### config.mk
export PLATFORM = sky130hd
export DESIGN_NAME = zstd_frame_delimiter
export DESIGN_NICKNAME = d
export VERILOG_FILES = /design/src/rtl/zfd_pkg.sv /design/src/rtl/zfd_cfg.sv /design/src/rtl/zfd_parser.sv /design/src/rtl/zstd_frame_delimiter.sv
export SDC_FILE = /design/constraint.sdc
export NUM_CORES = 1
export LEC_CHECK = 0
export ABC_AREA = 1
export BUFFER_PORTS_ARGS = -buffer_cell sky130_fd_sc_hd__buf_2
export CORE_UTILIZATION = 50
export CTS_BUF_LIST = sky130_fd_sc_hd__clkbuf_8
export DETAILED_ROUTE_END_ITERATION = 6
export PLACE_DENSITY = 0.73
export SLEW_MARGIN = 40
export SYNTH_ARGS = -nofsm -noshare
export SYNTH_HDL_FRONTEND = slang
export SYNTH_SLANG_ARGS = --single-unit
### constraint.sdc
create_clock -name i_clk -period 7.83 [get_ports i_clk]
set_input_delay 1.566 -clock i_clk [delete_from_list [all_inputs] [get_ports i_clk]]
set_output_delay 1.566 -clock i_clk [all_outputs]
set_load 0.03 [all_outputs]
### src/rtl/zfd_pkg.sv
// zfd_pkg: types, constants and small lookup functions for the zstd frame delimiter
// no dependencies; imported by every module under rtl/
package zfd_pkg;

    localparam int MAX_BLOCK_BYTES = 131072;
    localparam int SEG_W           = $clog2(MAX_BLOCK_BYTES + 1);
    localparam int BSIZE_W         = 21;
    localparam int CFG_W           = 32;
    localparam int CFG_IDX_W       = 1;

    localparam logic [CFG_IDX_W-1:0] CFG_MAX_CONTENT    = 1'b0;
    localparam logic [CFG_IDX_W-1:0] CFG_MAX_COMPRESSED = 1'b1;

    localparam logic [CFG_W-1:0] MAX_CONTENT_RST    = 32'd16777216;
    localparam logic [CFG_W-1:0] MAX_COMPRESSED_RST = 32'd16908288;

    localparam int PREFIX_BYTES   = 5;
    localparam int BLKHDR_BYTES   = 3;
    localparam int CHECKSUM_BYTES = 4;

    // result status codes; the error codes double as the sticky error value
    localparam logic [1:0] ST_IN_FRAME = 2'd0;
    localparam logic [1:0] ST_DONE     = 2'd1;
    localparam logic [1:0] ST_PROTO    = 2'd2;
    localparam logic [1:0] ST_LIMIT    = 2'd3;
    localparam logic [1:0] ERR_NONE    = 2'd0;

    localparam logic [1:0] BT_RLE      = 2'd1;
    localparam logic [1:0] BT_RESERVED = 2'd3;

    typedef enum logic [2:0] {
        PH_MAGIC  = 3'd0,
        PH_HEADER = 3'd1,
        PH_BLKHDR = 3'd2,
        PH_BODY   = 3'd3,
        PH_CHECK  = 3'd4
    } t_phase;

    typedef struct packed {
        logic [CFG_W-1:0] max_content;
        logic [CFG_W-1:0] max_compressed;
    } t_cfg;

    typedef struct packed {
        logic [7:0]  byte_out;
        logic [2:0]  byte_part;
        logic        frame_end;
        logic [1:0]  status;
        logic [31:0] content_size;
        logic        size_known;
    } t_result;

    typedef struct packed {
        t_phase      phase;
        logic [1:0]  err;
        logic [31:0] frame_len;
    } t_parse_mon;

    function automatic logic [7:0] magic_byte(input logic [1:0] pos);
        logic [7:0] m;
        unique case (pos)
            2'd0: m = 8'h28;
            2'd1: m = 8'hb5;
            2'd2: m = 8'h2f;
            default: m = 8'hfd;
        endcase
        return m;
    endfunction

    function automatic logic [2:0] dict_len(input logic [1:0] code);
        logic [2:0] n;
        unique case (code)
            2'd0: n = 3'd0;
            2'd1: n = 3'd1;
            2'd2: n = 3'd2;
            default: n = 3'd4;
        endcase
        return n;
    endfunction

    // a single-segment frame with no size code still carries a one-byte size
    function automatic logic [3:0] fcs_len(input logic [1:0] code, input logic single);
        logic [3:0] n;
        unique case (code)
            2'd0: n = {3'd0, single};
            2'd1: n = 4'd2;
            2'd2: n = 4'd4;
            default: n = 4'd8;
        endcase
        return n;
    endfunction

endpackage

### src/rtl/zfd_cfg.sv
// zfd_cfg: limit registers written through the plain configuration write port
// depends on zfd_pkg
module zfd_cfg import zfd_pkg::*; (
    input  logic                 i_clk,
    input  logic                 i_rst_n,
    input  logic                 i_we,
    input  logic [CFG_IDX_W-1:0] i_idx,
    input  logic [CFG_W-1:0]     i_wdata,
    output t_cfg                 o_cfg
);

    t_cfg r_cfg;

    always_ff @(posedge i_clk) begin
        if (!i_rst_n) begin
            r_cfg.max_content    <= MAX_CONTENT_RST;
            r_cfg.max_compressed <= MAX_COMPRESSED_RST;
        end else if (i_we) begin
            unique case (i_idx)
                CFG_MAX_CONTENT:    r_cfg.max_content    <= i_wdata;
                CFG_MAX_COMPRESSED: r_cfg.max_compressed <= i_wdata;
                default: ;
            endcase
        end
    end

    assign o_cfg = r_cfg;

endmodule

### src/rtl/zfd_parser.sv
// zfd_parser: frame parse state and the per-byte decision logic
// depends on zfd_pkg; advanced one byte per i_step by the top level
module zfd_parser import zfd_pkg::*; (
    input  logic       i_clk,
    input  logic       i_rst_n,
    input  logic       i_step,
    input  logic [7:0] i_byte,
    input  t_cfg       i_cfg,
    output t_result    o_result,
    output t_parse_mon o_mon
);

    t_phase            r_phase, n_phase;
    logic [SEG_W-1:0]  r_seg, n_seg;
    logic [7:0]        r_desc, n_desc;
    logic [23:0]       r_bh, n_bh;
    logic [31:0]       r_cs, n_cs;
    logic              r_cs_hi, n_cs_hi;
    logic              r_dict_nz, n_dict_nz;
    logic [31:0]       r_fl, n_fl;
    logic [1:0]        r_err, n_err;

    logic [7:0]        desc_sel;
    logic              win;
    logic [2:0]        dlen;
    logic [3:0]        flen;
    logic [3:0]        hdr_len;
    logic [3:0]        hpos;
    logic [3:0]        cs_start;
    logic [2:0]        cs_k;
    logic              is_dict_byte;
    logic              is_cs_byte;
    logic [31:0]       cs_new;
    logic              cs_hi_new;
    logic [31:0]       cs_fin;
    logic              cs_over;
    logic [1:0]        bh_idx;
    logic [23:0]       bh_new;
    logic [1:0]        btype;
    logic [BSIZE_W-1:0] bsize;
    logic              oversize;
    logic [SEG_W-1:0]  body_len;
    logic [SEG_W-1:0]  seg_dec;
    logic [31:0]       fl_inc;
    logic [SEG_W-1:0]  need;
    logic [32:0]       room_sum;
    logic              room_ok;
    logic [1:0]        step_err;
    logic              step_end;
    logic              show_size;

    // header layout comes from the incoming byte while it is the descriptor
    assign desc_sel = (r_phase == PH_MAGIC) ? i_byte : r_desc;
    assign win      = ~desc_sel[5];
    assign dlen     = dict_len(desc_sel[1:0]);
    assign flen     = fcs_len(desc_sel[7:6], desc_sel[5]);
    assign hdr_len  = 4'(win) + 4'(dlen) + flen;

    assign hpos         = hdr_len - r_seg[3:0];
    assign cs_start     = 4'(win) + 4'(dlen);
    assign cs_k         = 3'(hpos - cs_start);
    assign is_dict_byte = (hpos >= 4'(win)) && (hpos < cs_start);
    assign is_cs_byte   = (hpos >= cs_start);

    // only the low 32 bits of the size are kept; upper bytes just flag nonzero
    assign cs_new    = (is_cs_byte && !cs_k[2])
                     ? (r_cs | (32'(i_byte) << {cs_k[1:0], 3'b000})) : r_cs;
    assign cs_hi_new = r_cs_hi | (is_cs_byte && cs_k[2] && (i_byte != 8'd0));
    assign cs_fin    = cs_new + ((flen == 4'd2) ? 32'd256 : 32'd0);
    assign cs_over   = (flen != 4'd0) && (cs_hi_new || (cs_fin > i_cfg.max_content));

    assign bh_idx   = 2'd3 - r_seg[1:0];
    assign bh_new   = r_bh | (24'(i_byte) << {bh_idx, 3'b000});
    assign btype    = bh_new[2:1];
    assign bsize    = bh_new[23:3];
    assign oversize = bsize > BSIZE_W'(MAX_BLOCK_BYTES);
    assign body_len = (btype == BT_RLE) ? SEG_W'(1) : bsize[SEG_W-1:0];

    assign seg_dec = r_seg - SEG_W'(1);
    assign fl_inc  = r_fl + 32'd1;

    // bytes the next segment needs, after the byte now arriving
    always_comb begin : seg_need
        unique case (r_phase)
            PH_MAGIC:  need = (r_fl == 32'd0) ? SEG_W'(PREFIX_BYTES - 1) : SEG_W'(hdr_len);
            PH_HEADER: need = SEG_W'(BLKHDR_BYTES);
            PH_BLKHDR: begin
                if (body_len != '0) begin
                    need = body_len;
                end else if (!bh_new[0]) begin
                    need = SEG_W'(BLKHDR_BYTES);
                end else begin
                    need = r_desc[2] ? SEG_W'(CHECKSUM_BYTES) : '0;
                end
            end
            PH_BODY: begin
                if (!r_bh[0]) begin
                    need = SEG_W'(BLKHDR_BYTES);
                end else begin
                    need = r_desc[2] ? SEG_W'(CHECKSUM_BYTES) : '0;
                end
            end
            default: need = '0;
        endcase
    end

    // frame length after this byte plus the next segment must stay within the limit
    assign room_sum = {1'b0, r_fl} + 33'(need) + 33'd1;
    assign room_ok  = room_sum <= {1'b0, i_cfg.max_compressed};

    always_comb begin : next_state
        n_phase   = r_phase;
        n_seg     = r_seg;
        n_desc    = r_desc;
        n_bh      = r_bh;
        n_cs      = r_cs;
        n_cs_hi   = r_cs_hi;
        n_dict_nz = r_dict_nz;
        n_fl      = r_fl;
        n_err     = r_err;
        step_err  = ERR_NONE;
        step_end  = 1'b0;
        if (r_err == ERR_NONE) begin
            unique case (r_phase)
                PH_MAGIC: begin
                    if (r_fl == 32'd0) begin
                        n_cs      = '0;
                        n_cs_hi   = 1'b0;
                        n_dict_nz = 1'b0;
                    end
                    if (r_fl == 32'd0 && !room_ok) begin
                        step_err = ST_LIMIT;
                    end else begin
                        n_fl = fl_inc;
                        if (r_fl < 32'd4) begin
                            if (i_byte != magic_byte(r_fl[1:0])) step_err = ST_PROTO;
                        end else begin
                            n_desc = i_byte;
                            if (i_byte[3]) begin
                                step_err = ST_PROTO;
                            end else if (!room_ok) begin
                                step_err = ST_LIMIT;
                            end else begin
                                n_phase = PH_HEADER;
                                n_seg   = SEG_W'(hdr_len);
                            end
                        end
                    end
                end
                PH_HEADER: begin
                    n_fl    = fl_inc;
                    n_seg   = seg_dec;
                    n_cs    = cs_new;
                    n_cs_hi = cs_hi_new;
                    if (is_dict_byte && i_byte != 8'd0) n_dict_nz = 1'b1;
                    if (r_seg == SEG_W'(1)) begin
                        n_cs = cs_fin;
                        if (cs_over) begin
                            step_err = ST_LIMIT;
                        end else if (n_dict_nz) begin
                            step_err = ST_PROTO;
                        end else if (!room_ok) begin
                            step_err = ST_LIMIT;
                        end else begin
                            n_bh    = '0;
                            n_phase = PH_BLKHDR;
                            n_seg   = SEG_W'(BLKHDR_BYTES);
                        end
                    end
                end
                PH_BLKHDR: begin
                    n_fl  = fl_inc;
                    n_bh  = bh_new;
                    n_seg = seg_dec;
                    if (r_seg == SEG_W'(1)) begin
                        if (btype == BT_RESERVED || oversize) begin
                            step_err = ST_PROTO;
                        end else if (!room_ok) begin
                            step_err = ST_LIMIT;
                        end else if (body_len != '0) begin
                            n_phase = PH_BODY;
                            n_seg   = body_len;
                        end else if (!bh_new[0]) begin
                            n_bh    = '0;
                            n_phase = PH_BLKHDR;
                            n_seg   = SEG_W'(BLKHDR_BYTES);
                        end else if (r_desc[2]) begin
                            n_phase = PH_CHECK;
                            n_seg   = SEG_W'(CHECKSUM_BYTES);
                        end else begin
                            step_end = 1'b1;
                        end
                    end
                end
                PH_BODY: begin
                    n_fl  = fl_inc;
                    n_seg = seg_dec;
                    if (r_seg == SEG_W'(1)) begin
                        // last block without checksum ends the frame with no room check
                        if (r_bh[0] && !r_desc[2]) begin
                            step_end = 1'b1;
                        end else if (!room_ok) begin
                            step_err = ST_LIMIT;
                        end else if (!r_bh[0]) begin
                            n_bh    = '0;
                            n_phase = PH_BLKHDR;
                            n_seg   = SEG_W'(BLKHDR_BYTES);
                        end else begin
                            n_phase = PH_CHECK;
                            n_seg   = SEG_W'(CHECKSUM_BYTES);
                        end
                    end
                end
                default: begin
                    // checksum bytes
                    n_fl = fl_inc;
                    if (r_seg != '0) n_seg = seg_dec;
                    if (r_seg <= SEG_W'(1)) step_end = 1'b1;
                end
            endcase
            if (step_err != ERR_NONE) n_err = step_err;
            if (step_end) begin
                n_phase = PH_MAGIC;
                n_fl    = '0;
                n_seg   = '0;
                n_bh    = '0;
            end
        end
    end

    assign show_size = step_end || (n_phase >= PH_BLKHDR);

    always_comb begin : outputs
        o_result.byte_out     = i_byte;
        o_result.byte_part    = r_phase;
        o_result.frame_end    = 1'b0;
        o_result.status       = ST_IN_FRAME;
        o_result.content_size = '0;
        o_result.size_known   = 1'b0;
        if (r_err != ERR_NONE) begin
            o_result.byte_part = 3'd0;
            o_result.status    = r_err;
        end else if (step_err != ERR_NONE) begin
            o_result.status = step_err;
        end else begin
            o_result.frame_end = step_end;
            o_result.status    = step_end ? ST_DONE : ST_IN_FRAME;
            if (show_size && flen != 4'd0) begin
                o_result.size_known   = 1'b1;
                o_result.content_size = n_cs;
            end
        end
    end

    always_ff @(posedge i_clk) begin
        if (!i_rst_n) begin
            r_phase   <= PH_MAGIC;
            r_seg     <= '0;
            r_desc    <= '0;
            r_bh      <= '0;
            r_cs      <= '0;
            r_cs_hi   <= 1'b0;
            r_dict_nz <= 1'b0;
            r_fl      <= '0;
            r_err     <= ERR_NONE;
        end else if (i_step) begin
            r_phase   <= n_phase;
            r_seg     <= n_seg;
            r_desc    <= n_desc;
            r_bh      <= n_bh;
            r_cs      <= n_cs;
            r_cs_hi   <= n_cs_hi;
            r_dict_nz <= n_dict_nz;
            r_fl      <= n_fl;
            r_err     <= n_err;
        end
    end

    assign o_mon.phase     = r_phase;
    assign o_mon.err       = r_err;
    assign o_mon.frame_len = r_fl;

endmodule

### src/rtl/zstd_frame_delimiter.sv
// zstd_frame_delimiter: top level, input beat register, parser, result register
// depends on zfd_pkg, zfd_cfg, zfd_parser
//
// Usage:
//   s_axis carries the compressed stream, one byte per beat in tdata[7:0].
//   m_axis returns one beat per input byte: the byte, its status and the
//   declared content size in tdata, the frame part code in tuser, and tlast
//   on the last byte of each frame.
//   The limit registers are written through i_cfg_we / i_cfg_idx /
//   i_cfg_wdata while no bytes are in flight.
// Timing:
//   an accepted byte waits in the input register and is parsed into the
//   result register once that register is empty or its beat is taken.
//   One byte per cycle is sustained while m_axis_tready stays high; the per-byte
//   decision is a single pass through the parser logic, the longest path being
//   the frame-room add and compare against the compressed size limit.
// Reset: synchronous, active low; both channels go empty, parse state returns
//   to expecting a frame magic and the limits return to their defaults.
// Stall: when m_axis_tready is low the result register holds, the input
//   register takes one more byte, and then s_axis_tready drops.
// Errors stick until reset; later bytes still pass through with the error.
module zstd_frame_delimiter import zfd_pkg::*; (
    input  logic                 i_clk,
    input  logic                 i_rst_n,
    // config write port
    input  logic                 i_cfg_we,
    input  logic [CFG_IDX_W-1:0] i_cfg_idx,
    input  logic [CFG_W-1:0]     i_cfg_wdata,
    // input stream
    input  logic                 s_axis_tvalid,
    output logic                 s_axis_tready,
    input  logic [7:0]           s_axis_tdata,   // [7:0] stream_byte
    // result stream
    output logic                 m_axis_tvalid,
    input  logic                 m_axis_tready,
    output logic [47:0]          m_axis_tdata,   // [7:0] byte_out, [9:8] status,
                                                 // [41:10] content_size, [42] size_known
    output logic [2:0]           m_axis_tuser,   // [2:0] byte_part
    output logic                 m_axis_tlast    // frame_end
);

    t_cfg       cfg;
    t_result    result;
    t_parse_mon mon;

    logic       r_in_valid;
    logic [7:0] r_in_byte;
    logic       r_out_valid;
    t_result    r_out;
    logic       adv;

    assign adv           = r_in_valid && (!r_out_valid || m_axis_tready);
    assign s_axis_tready = !r_in_valid || adv;

    zfd_cfg u_cfg (
        .i_clk   (i_clk),
        .i_rst_n (i_rst_n),
        .i_we    (i_cfg_we),
        .i_idx   (i_cfg_idx),
        .i_wdata (i_cfg_wdata),
        .o_cfg   (cfg)
    );

    zfd_parser u_parser (
        .i_clk    (i_clk),
        .i_rst_n  (i_rst_n),
        .i_step   (adv),
        .i_byte   (r_in_byte),
        .i_cfg    (cfg),
        .o_result (result),
        .o_mon    (mon)
    );

    always_ff @(posedge i_clk) begin
        if (!i_rst_n) begin
            r_in_valid <= 1'b0;
        end else if (s_axis_tready) begin
            r_in_valid <= s_axis_tvalid;
        end
    end

    always_ff @(posedge i_clk) begin
        if (s_axis_tvalid && s_axis_tready) begin
            r_in_byte <= s_axis_tdata;
        end
    end

    always_ff @(posedge i_clk) begin
        if (!i_rst_n) begin
            r_out_valid <= 1'b0;
        end else if (adv) begin
            r_out_valid <= 1'b1;
        end else if (m_axis_tready) begin
            r_out_valid <= 1'b0;
        end
    end

    always_ff @(posedge i_clk) begin
        if (adv) begin
            r_out <= result;
        end
    end

    assign m_axis_tvalid = r_out_valid;
    assign m_axis_tdata  = {5'd0, r_out.size_known, r_out.content_size,
                            r_out.status, r_out.byte_out};
    assign m_axis_tuser  = r_out.byte_part;
    assign m_axis_tlast  = r_out.frame_end;

`ifndef ASSERT_OFF
    // once raised, the error code never changes until reset
    a_err_sticky: assert property (@(posedge i_clk) disable iff (!i_rst_n)
        (mon.err != ERR_NONE) |=> (mon.err == $past(mon.err)))
        else $error("sticky error changed");

    // past the magic phase the whole five-byte prefix has been counted
    a_prefix_len: assert property (@(posedge i_clk) disable iff (!i_rst_n)
        (mon.err == ERR_NONE && mon.phase != PH_MAGIC) |-> (mon.frame_len >= 32'd5))
        else $error("frame length short of prefix in later phase");

    // a frame end beat always reports a completed frame
    a_end_status: assert property (@(posedge i_clk) disable iff (!i_rst_n)
        (r_out_valid && r_out.frame_end) |-> (r_out.status == ST_DONE))
        else $error("frame end without complete status");

    // a held input beat is not consumed or altered while the result side stalls
    a_in_hold: assert property (@(posedge i_clk) disable iff (!i_rst_n)
        (r_in_valid && !adv) |=> (r_in_valid && r_in_byte == $past(r_in_byte)))
        else $error("pending input beat lost");
`endif

endmodule

* Word-level counts from Yosys, hierarchy flattened
Index checks and enable logic that the tools add are counted.
Cells by class: bitwise operators 8, $add $sub $neg 10, muxes and demuxes 120, equal/unequal tests 27, $lt $le $gt $ge 9, reductions and logical operators 50, div/mod/pow operators 0, shift operators 2, $mul 0
Operator list (count):
- $mux 18 | 23
- $mux 24 | 14
- $mux 32 | 7
- $pmux 18 s4 | 2
- $pmux 24 s3 | 1
- $mux 3 | 22
- $pmux 32 s2 | 1
- $mux 8 | 5
- $reduce_bool 18->1 | 2
- $add 32x18->33 | 1
- $add 33x1->33 const B | 1
- $le 33x32->1 | 1
- $add 32x1->32 const B | 1
- $add 32x32->32 | 1
- $gt 32x32->1 | 1
- $logic_not 32->1 | 1
- $lt 32x3->1 const B | 1
- $mux 2 | 16
- $or 32x32->32 | 1
- $shl 8x5->32 | 1
- $or 24x24->24 | 1
- $pmux 8 s3 | 1
- $shl 8x5->24 | 1
- $gt 21x18->1 const B | 1
- 51 further kinds | 119
Storage, ports and cells: latch bits 0, ROM bits 0, output and inout port bits 54, word-level logic and storage cells 247, bits in registers 242, bits in writable memories 0, bits of input ports 46, memories 0

* Logic depth before layout (Yosys ltp)
depth after elaboration 26, mapped depth 60, mapped depth without buffers 57

* By module
Synthesis repeated with hierarchy kept, for this count alone.
Second synthesis, totals: cell total of the unflattened synthesis 2580, area total of the unflattened synthesis 17439.2 um^2
By module, submodules not included:
- zfd_parser | cells an instance 2160, seq. area each 2382.3 um^2, area each 12993.7 um^2, instances 1
- zfd_cfg | cells an instance 346, seq. area each 1281.2 um^2, area each 2657.5 um^2, instances 1
- zstd_frame_delimiter | cells an instance 74, seq. area each 1691.6 um^2, area each 1788.0 um^2, instances 1

* Worst setup path before layout
No wires, ideal clock.
path kind reg2reg, from reg (tool-made name), to reg r_out, in the netlist m_axis_tdata[24], data pin, path buffers 3, clock period less this slack 7615 ps, path slack 215 ps, setup time 263 ps, required time 7567 ps, data arrival time 7352 ps, stages on the path, launching flop included 54, cell sequence dfxtp_1 clkbuf_2 nor2_1 nand2_1 clkbuf_1 o21ai_0 nor2_1 ha_1 ha_1 inv_1 fa_1 inv_1 ha_1 nand2_1 o21ai_0 xnor2_1 inv_1 xor2_1 (+18 left out) nand2_1 nor2_1 nand2_1 nor3_1 nand2_1 nand3_1 nand2_1 nand2_1 nand2_1 nand4_1 o21ai_1 nand2_1 nand2_1 nand2_1 nand3_2 nand2_4 buf_6 nor2_4
RTL lines:
- to (signal assigned) | RTL line zstd_frame_delimiter.sv:100 | r_out <= result;
- to (decl) | RTL line zstd_frame_delimiter.sv:49 | t_result r_out;

==> metrics.cfg <==
[run_status]
status=complete, no violations

[clock_network]
hold_buffers=0
cts_buffer_depth=3
root_buffer=clkbuf_8
clk_latency_ps=590
htreeDepth=2
tritoncts=built
numCtsBuffers=44
clk_pin_slew_ps=60
cts_sinks=240

[synthesis]
synthCells=2476
synthTopCellsByArea=dfxtp_1 22%, nand2_1 12%, edfxtp_1 9.9%, inv_1 8.8%, ha_1 7.8%
synth.distinct_cells=59
synth_area_sq_um=16600
synth_ff_type=dfxtp_1
ys_async_sr_fraction_pct=0
synthTopCellsByCount=519 x nand2_1, 388 x inv_1, 241 x a21oi_1
synth.avg_cell_area_sq_um=6.72
synth-edff-count=55
synth_most_common_cell=nand2_1
yosys.area.top_type=dfxtp_1
ys_seq_area_share_pct=32.2
synth_top_area_share_pct=22.3
synth_seq_cells=240
ys_warn_count=0

[cells_and_area]
multi_input_area_sq_um=9770
area_growth_pct=20.4
final_core_util_pct=61.4
n_antenna_cell=0
fill_cells=3075
finalNetCount=2850
final_layout_size_suffix_gt1_share_pct=17.6
final_cells=3169
regArea_sq_um=5360

[worst_setup_path]
end_kind=flip-flop
cp.arrival_ps=8020
path_max_fanout=8
path_class=flip-flop to flip-flop
r2r_end=m_axis_tdata[13]
required_ps=8270
slowest_stage=fa_2
critPathMostFrequentCell=nand2_1
rr_worst_depth=51
worstSetupEndpoint=m_axis_tdata[13]
start_kind=flip-flop
critPathMaxStageDelay_ps=580
r2r_setup_slack_ps=250

[power_and_ir_drop]
p_leak_nw=9.32
pwr-share-comb_pct=26.2
switchingPower_w=0.00114
pwr_density_cell_nw_per_um2=172
pwr-share-seq_pct=38.7
swShare_pct=33.1
internal_power_w=0.00231
power_w=0.00345
ir_drop_uv=116
pwr-share-clk_pct=35.1

[sta]
post-route-period-util_pct=96.8
skew_ps=19.5
max-slew-margin-rel_pct=49.7
tightest_slew_ps=754
hold_violations=0
setup_viol=0
final_max_slew_viol_count=0
period_needed_ps=7580
clock.fmax_mhz=132

[placed_design]
dp_hpwl_microns=41500
io_buffers=94
place_inst=3062
gp_congestion=1.01

[grt]
grt_max_degree=113
grt_overflow_total=0
grt_pass1_vias=16000
antenna_found_initial=0
grt_util_all_layers_pct=32.1
grt_pass1_wl_microns=85200

[floorplanning]
start_util_pct=51.0
core-area_sq_um=32600
rows=66
die_w_microns=184
dieHeight_microns=184
dieArea_sq_um=34000
ios=100

[min_path]
hold_class=flip-flop to flip-flop

[route]
routed_wl_microns=55000
dr_total_vias=17200
drtPass1Iterations=6
vias_per_cell=5.43
routedWlPerCell_microns=17.4
first_iter_violations=1438
drc=0
antenna_left=0

[job]
drv_cap=0

-- worst max-delay path, delay by kind of cell (launching register included) --
family,cells,cell delay [ps]
adders and majority gates,7,2020
AOI/OAI and AO/OA,7,1010
and+or+nand+nor,22,2240
buffers and inverters,12,1180
DFF,1,340
xor gates and xnor gates,3,640
-- worst min path at each step --
stage	from	end	cells past startpoint
global placement	u_cfg.o_cfg[8]	u_cfg.o_cfg[8]	2
global route	u_cfg.o_cfg[63]	u_cfg.o_cfg[63]	2
floorplan	u_cfg.o_cfg[10]	u_cfg.o_cfg[10]	2
CTS	u_cfg.o_cfg[36]	u_cfg.o_cfg[36]	2
detailed placement	u_cfg.o_cfg[44]	u_cfg.o_cfg[44]	2
finish	u_cfg.o_cfg[36]	u_cfg.o_cfg[36]	2
-- flip-flops by register name, indices dropped and copies added, names as in the netlist, 3 cells and up, named ones only --
| register | flops |
|---|---|
| m_axis_tuser | 3 |
| u_parser.r_fl | 32 |
| u_cfg.o_cfg | 64 |
| u_parser.r_bh | 24 |
| u_parser.r_desc | 6 |
| r_in_byte | 8 |
| u_parser.r_seg | 18 |
| m_axis_tdata | 43 |
| u_parser.r_cs | 32 |
-- power by group through the flow --
stage | Sequential (W) | Combinational, W | Clock, W
after floorplan | 0.00138 | 0.000452 | 0
after global placement | 0.00136 | 0.000739 | 0
after detailed placement | 0.00136 | 0.000751 | 0
after CTS | 0.00133 | 0.000807 | 0.00124
after global routing | 0.00134 | 0.000986 | 0.00128
final | 0.00133 | 0.000904 | 0.00121
-- cell usage in the layout (no fill, tap or decap), drive strengths merged, types with 13 or more instances in the layout --
cell,n
ha,104
a22oi,13
dfxtp,185
clkinv,19
o211ai,16
a21oi,242
inv,407
nor3,70
nand4,29
o21ai,227
xnor2,15
nand2,525
nand3,111
buf,268
edfxtp,55
xor2,44
nor2,238
o21bai,13
clkbuf,48
-- what timing repair did --
action | in CTS | in global routing
gates resized for setup | 32 | 96
endpoints found under the setup margin | 80 | 115
gates cloned | 2 | 1
buffers inserted | 17 | 11
pin swaps | 16 | 38
-- per-layer routing --
layer	share of wire [%]	up-vias	track usage (%)
met2	46	607	53.6
met3	6.2	167	4.78
met5	0	-	0
met1	42	7919	40.3
met4	5.4	0	15.6
li1	-	8512	-
-- kinds of logic (layout without fill, tap and decap cells) --
family / count (synthesis) / count (layout) / synth area share (%)
simple gates: 1002 / 1002 / 25.8
other cells: 2 / 6 / 0.0451
xor+xnor: 59 / 59 / 3.11
flops: 240 / 240 / 32.2
compound gates: 565 / 565 / 18.6
buf+inv: 500 / 747 / 11.9
fa+ha+maj: 108 / 108 / 8.30
-- through the flow --
stage                     area (sq um)  setup TNS [ps]  hold WS (ps)  setup WS [ps]
final                            20000               0           463            252
after detailed placement         18400          -23670           456           -387
after floorplan                  16700               0           435            215
after global placement           18400           -8680           450           -182
after CTS                        19600               0           466           27.0
after global routing             20000           -6040           485           -127
-- final cells by class --
cell class,instances,area share [%]
inverter,401,7.57
sequential,240,26.8
clock inverter,30,1.05
multi-input combinational,1740,48.8
timing repair buffer,269,9.81
tap,442,2.76
clock buffer,47,3.23
Note: power is estimated with default switching activity, not from simulation.
